--- config.mk ---
export PLATFORM = sky130hd
export DESIGN_NAME = pic_seen
export DESIGN_NICKNAME = d
export VERILOG_FILES = /design/src/hw/rtl/pic_seen.sv
export SDC_FILE = /design/constraint.sdc
export NUM_CORES = 2
export LEC_CHECK = 0
export CELL_PAD_IN_SITES_DETAIL_PLACEMENT = 2
export CELL_PAD_IN_SITES_GLOBAL_PLACEMENT = 2
export CORE_MARGIN = 2
export CORE_UTILIZATION = 47
export DETAILED_ROUTE_END_ITERATION = 16
export DONT_BUFFER_PORTS = 1
export GPL_TIMING_DRIVEN = 0
export PLACE_DENSITY_LB_ADDON = 0.15
export SLEW_MARGIN = 5
export SYNTH_ARGS = -nofsm -noshare
export SYNTH_HDL_FRONTEND = slang
export SYNTH_SLANG_ARGS = --single-unit
--- constraint.sdc ---
create_clock -name i_clk -period 25 [get_ports i_clk]
set_input_delay 2.5 -clock i_clk [delete_from_list [all_inputs] [get_ports i_clk]]
set_output_delay 2.5 -clock i_clk [all_outputs]
set_load 0.005 [all_outputs]
--- src/hw/rtl/pic_seen.sv ---
// ----------------------------------------------------------------------------
// pic_seen
// Row and column occupancy memories; flags a repeated row or column in the
// cycle after the mark, and clears one entry per cycle during a sweep.
// ----------------------------------------------------------------------------
module pic_seen #(
    parameter int AW = 10
) (
    input  logic          i_clk,
    input  logic          i_rst_n,
    input  logic          i_mark,
    input  logic [AW-1:0] i_row_addr,
    input  logic [AW-1:0] i_col_addr,
    input  logic          i_clr,
    input  logic [AW-1:0] i_clr_addr,
    output logic          o_dup
);

    logic row_seen [2**AW];
    logic col_seen [2**AW];
    logic r_row_old;
    logic r_col_old;
    logic r_mark_d;

    always_ff @(posedge i_clk) begin
        if (i_clr) begin
            row_seen[i_clr_addr] <= 1'b0;
            col_seen[i_clr_addr] <= 1'b0;
        end else if (i_mark) begin
            r_row_old            <= row_seen[i_row_addr];
            r_col_old            <= col_seen[i_col_addr];
            row_seen[i_row_addr] <= 1'b1;
            col_seen[i_col_addr] <= 1'b1;
        end
    end

    always_ff @(posedge i_clk) begin
        if (!i_rst_n) begin
            r_mark_d <= 1'b0;
        end else begin
            r_mark_d <= i_mark & ~i_clr;
        end
    end

    assign o_dup = r_mark_d & (r_row_old | r_col_old);

endmodule

Yosys cells after proc, flatten, opt, wreduce, memory -nomap -nowiden
Memories as Yosys holds them, arrays and structs flattened. A register that Yosys moved wholly into a read port is not among the register bits.
Index checks and enable logic that the tools add are counted.
- multiplexer cells: 11
- reductions and logical operators: 3
- bitwise operators: 4
- operator list (kind ; number):
    $mux 10 ; 2
    $mux 1 ; 9
    $and 1x1->1 ; 2
    $reduce_and 2->1 ; 1
    $reduce_or 1->1 ; 2
    $not 1->1 ; 1
    $or 1x1->1 ; 1
- RAM bits: 2048
- register bits: 1
- word-level logic and storage cells: 21
- bits of input ports: 34
- memories kept: 2
- memories (memory ; depth ; width ; rd ports ; clocked after Yosys merged registers in ; wr ports ; line ; source):
    col_seen ; 1024 ; 1 ; 1 ; 1 ; 1 ; 20 ; logic col_seen [2**AW];
    row_seen ; 1024 ; 1 ; 1 ; 1 ; 1 ; 19 ; logic row_seen [2**AW];

Longest topological paths before layout
- word-level depth: 5
- mapped depth: 14

Least setup slack after synthesis
OpenSTA, ideal clock, no wires.
- path kind: in2reg
- from: in i_clr
- to: mem col_seen[132] (enable)
- required time: 24.700 ns
- data arrival time: 18.891 ns
- stages on the path: 10
- path slack: 5.809 ns
- setup time: 0.300 ns
- cells stage by stage: nand2b_1 buf_2 inv_2 buf_2 buf_2 a21boi_0 nor2_1 nand2_1 clkbuf_1 nor2_1
- word-level cells in the longest chain between the ends: 4
- elaborated cells between the ends (all ways): 7
- classes of those cells: mux: 6; reduce/logical: 1
- RTL lines (element ; line ; source):
    start, declared ; 14 ; input logic i_clr,
    $mux 1 ; 26 ; if (i_clr) begin
    $mux 1 (implied by the code) ; 33 ; col_seen[i_col_addr] <= 1'b1;
    $reduce_or 1->1 (no source line) ; n/a ;
    $mux 10 (no source line) / $mux 1 (equally long branches) ; n/a ;
    end, declared ; 20 ;
Several ways; a longest one is shown, not always the timed one.

Worst setup path after layout
- from: in i_col_addr[1]
- to: mem col_seen[50] (enable)
- word-level cells in the longest chain between the ends: 1
- RTL lines (element ; line ; source):
    start, declared ; 13 ; input logic [AW-1:0] i_col_addr,
    $mux 10 (no source line) ; n/a ;
No other way between the ends.

==> implementation parameters <==
Parameter                              Value

Outcome
  Result of the run ... finished with violations
  Failing checks ... max-capacitance violations, max-slew violations

Timing
  Fin Clk Skew ... 0.02534 ns
  RSZ-0062 raised after global routing ... no
  Final setup violation count ... 0
  Min setup slack post-route ... roughly 17 ns
  Min cycle time layout ... around 7.5 ns
  Period utilisation layout ... 0.3013
  Count of pins over their slew limit ... 11
  Transition time at the pin with the least slew margin ... 1.566 ns
  Peak clock frequency supported by timing ... about 0.13 GHz
  Final sum of negative setup slack ... 0 ns
  Relative max-transition margin ... -0.04425
  Final-layout worst hold slack ... 1.453 ns
  Final hold viol count ... 0

Critical path
  Family with the most delay on the worst path ... buffers and inverters
  Minimum setup slack among reg-to-reg paths ... between 20 and 25 ns
  Crit path largest cell delay ... between 0.9 and 1 ns
  Terminus of the critical flop-to-flop path ... r_col_old$_DFFE_PN_
  Slowest cell on the critical path ... sky130_fd_sc_hd__o22ai_1
  Number of cells traversed by the worst register-to-register path ... 8
  Max Fanout on Critical Path ... 10
  Arrival time worst endpoint ... between 8 and 9 ns
  Origin of the worst setup path ... i_col_addr[1]
  Required time of the worst setup path ... around 26 ns
  End point of the critical path ... col_seen[50]$_DFFE_PP_
  Launching element type of the critical path ... input port
  Crit path cell chain ... buf_2 > buf_2 > buf_2 > buf_2 > buf_2 > nand2_1 > o22ai_1 > nand2_1 > clkbuf_1 > nor2_1
  Number of logic stages on the critical path including buffering ... 10
  Critical Path Sink Type ... flip-flop
  Top cell by count, worst path ... sky130_fd_sc_hd__buf_2
  Number of buffer and inverter stages on the critical path ... 6
  Critical path class ... input port to flip-flop
  Critical R2R Launch ... col_seen[283]$_DFFE_PP_

Global routing
  Largest net degree at the start of global routing ... about 240
  Number of global-route vias before repair ... roughly 64000
  GR Util All Layers ... 0.3961
  Number of antenna violations at the first check in global routing ... 22
  Gr ovfl total ... 0
  Wire length of the first global-routing pass ... 525.2 mm

Routing
  Total wire length ... 385.7 mm
  Antenna-violating nets left ... 0
  Initial DRC Count ... between 8000 and 9000
  Drc violations ... 0
  Iteration count of the initial detailed-routing pass ... 8
  Wire length per cell after detailed routing ... 42.03 µm
  Vias after detailed routing ... 61320
  Vias per inst ... 6.682

Cells and area
  Post-Layout Inst Area ... roughly 100000 µm²
  Layout fillers ... ~17000
  Share of final-layout standard cells stronger than drive strength 1 ... 0.1356
  Area growth from synthesis to final layout ... 11.54%
  Number of nets in the final layout ... between 6000 and 7000
  Area used by sequential logic in the layout ... approximately 62000 µm²
  Combined area of the multi-input logic cells ... roughly 25000 µm²

Yosys
  Most common flop cell mapped by yosys ... sky130_fd_sc_hd__edfxtp_1
  Post-synth top area share ... 0.6840
  Dominant cell by count in the synthesized netlist ... sky130_fd_sc_hd__nor2_1
  Post-Syn Area per Cell ... 14.44 µm²
  Top area cells in the synthesized netlist ... sky130_fd_sc_hd__edfxtp_1 68%, sky130_fd_sc_hd__mux4_2 9.6%, sky130_fd_sc_hd__nor2_1 8.8%
  Number of distinct library cells after synthesis ... approximately 80
  Share of the yosys chip area belonging to registers ... 0.6842
  Most frequent cells after synthesis ... 2114 x sky130_fd_sc_hd__nor2_1, 2050 x sky130_fd_sc_hd__edfxtp_1, 415 x sky130_fd_sc_hd__clkbuf_1
  Net Count, Synth ... between 6000 and 7000
  Synthesized area ... between 80000 and 90000 µm²
  Post-synthesis async set-or-reset flop share ... 0
  Synthesis Warnings ... 0
  EDFF count, synth ... between 2000 and 2500
  Post-synthesis instance total ... approximately 6200
  Number of register bits inferred by synthesis ... between 2000 and 2500
  Cell type contributing the most total cell area after synthesis ... sky130_fd_sc_hd__edfxtp_1

Floorplanning
  Floorplan die height ... 441.6 µm
  Starting utilization of the core area ... 0.4732
  Core footprint ... roughly 190000 µm²
  Total die area ... roughly 200000 µm²
  Die Width ... 441.6 µm
  I/O pin count ... 35
  Placement row count ... 160

Clocking
  Number of cells upsized or downsized after cts ... 0
  Worst-skew pair later-pin latency ... 0.90 ns
  Clock-pin slew on the worst setup and hold paths ... roughly 0.060 ns
  Number of post-CTS setup repair buffers ... 0
  CTS tree ... done
  CTS H-Tree Depth ... 4
  Cell at the root of the clock tree ... sky130_fd_sc_hd__clkbuf_16
  Number of buffers created by CTS ... 218
  Maximum clock path buffer count ... 3
  Number of clock sinks ... roughly 2100
  Count of hold buffers inserted by post-cts repair ... 0

Hold path
  Worst Min Path Start ... col_seen[160]$_DFFE_PP_
  Worst hold path depth ... 5
  Worst min-delay path category ... flip-flop to flip-flop

Power
  Maximum ir drop on the vdd rail ... approximately 60 µV
  Static leakage ... between 20 and 30 nW
  Design Power ... ~7.5 mW
  PwrDens ... between 70 and 80 nW/µm²

Place
  Area after detailed placement ... about 94000 µm²
  Port-buffer cells ... 0
  Placement-stage worst setup slack ... 16.93 ns
  Half-perimeter wire length after placement ... roughly 250 mm
  Last weighted congestion value of the routability-driven placer ... around 0.97

Job
  Max-Cap Viols ... 6
## worst min-delay path by stage
stage                               end  slack [ns]
finish              r_col_old$_DFFE_PN_        1.45
global route        r_row_old$_DFFE_PN_        1.45
CTS                 r_col_old$_DFFE_PN_        1.40
detailed placement  r_col_old$_DFFE_PN_        1.37
global placement    r_col_old$_DFFE_PN_        1.36
floorplan           r_col_old$_DFFE_PN_        0.94
## sequential cells by signal (all words and copies together), names as in the netlist
signal and flops:
r_row_old 1, r_mark_d 1, col_seen 1024, row_seen 1024, r_col_old 1
## placed cells by master, fill, tap and decap left out, types with 9 or more instances in the layout
cell,synthesis,layout
sky130_fd_sc_hd__clkinv_2,0,35
sky130_fd_sc_hd__clkbuf_8,16,16
sky130_fd_sc_hd__nand2b_1,17,17
sky130_fd_sc_hd__mux2_2,9,9
sky130_fd_sc_hd__nor2_1,2114,2109
sky130_fd_sc_hd__a22oi_1,23,23
sky130_fd_sc_hd__a22o_1,14,14
sky130_fd_sc_hd__buf_12,24,25
sky130_fd_sc_hd__a211oi_1,10,10
sky130_fd_sc_hd__clkinv_1,1,49
sky130_fd_sc_hd__o22ai_1,58,56
sky130_fd_sc_hd__clkbuf_2,0,17
sky130_fd_sc_hd__nor4_1,13,13
sky130_fd_sc_hd__and3_1,10,10
sky130_fd_sc_hd__buf_16,0,9
sky130_fd_sc_hd__nand3_1,59,59
sky130_fd_sc_hd__o221ai_1,83,83
sky130_fd_sc_hd__mux4_2,385,385
sky130_fd_sc_hd__buf_1,22,17
sky130_fd_sc_hd__buf_2,60,62
sky130_fd_sc_hd__mux4_1,64,64
sky130_fd_sc_hd__edfxtp_1,2050,2050
sky130_fd_sc_hd__mux2i_1,211,211
sky130_fd_sc_hd__and2_1,9,9
sky130_fd_sc_hd__nand2_1,226,226
sky130_fd_sc_hd__buf_4,22,22
sky130_fd_sc_hd__o21ai_0,18,18
sky130_fd_sc_hd__a2111oi_0,11,11
sky130_fd_sc_hd__buf_6,22,26
sky130_fd_sc_hd__bufinv_16,0,12
sky130_fd_sc_hd__nor3_1,43,41
sky130_fd_sc_hd__clkbuf_1,415,465
sky130_fd_sc_hd__a21oi_1,73,73
sky130_fd_sc_hd__nor2b_1,10,9
sky130_fd_sc_hd__inv_1,14,14
sky130_fd_sc_hd__clkbuf_16,0,225
sky130_fd_sc_hd__buf_8,7,14
sky130_fd_sc_hd__diode_2,0,21
## cells by family after synthesis
group                  after synthesis  synth area share
multiplexers                       669            0.1396
AO/OA/AOI/OAI                      374           0.03053
flip-flops                        2051            0.6842
AND/OR/NAND/NOR                   2530            0.1096
buffers and inverters              607           0.03602
## report_power, final
part           leakage, nW  internal, mW  switching (mW)  total (mW)
logic                 8.01         0.132           0.402       0.534
registers             16.1          3.79         0.00151        3.79
clock network         3.27          1.76            1.42        3.18
total                 27.4          5.68            1.82        7.50
## stage by stage
step | util | std cells
finish | 0.5278 | 9177
global route | 0.5277 | 9167
CTS | 0.5275 | 9156
detailed placement | 0.4923 | 8762
global placement | 0.4897 | 8742
floorplan | - | 6231
## layer usage
metal | global-route usage | share of wire
met5 | 0 | 0.00022
met4 | 0.3230 | 0.097
met3 | 0.07815 | 0.091
met2 | 0.6328 | 0.47
met1 | 0.4676 | 0.34
## worst min-delay path, delay by kind of cell, from the launching register on
| kind | cells | cell delay (ns) |
|---|---|---|
| AOI/OAI and AO/OA | 2 | 0.45 |
| DFF | 1 | 0.33 |
| muxes | 2 | 0.32 |
| and+or+nand+nor | 1 | 0.21 |
## area by class of cell
type | count | area share
timing repair buffer | 20 | 0.003964
antenna | 21 | 0.0005235
buffer | 590 | 0.03206
clock buffer | 290 | 0.05852
inverter | 17 | 0.0006357
multi-input combinational | 3573 | 0.2515
clock inverter | 104 | 0.008052
sequential | 2051 | 0.6135
tap | 2511 | 0.03130
(Power assumes the default switching activity.)
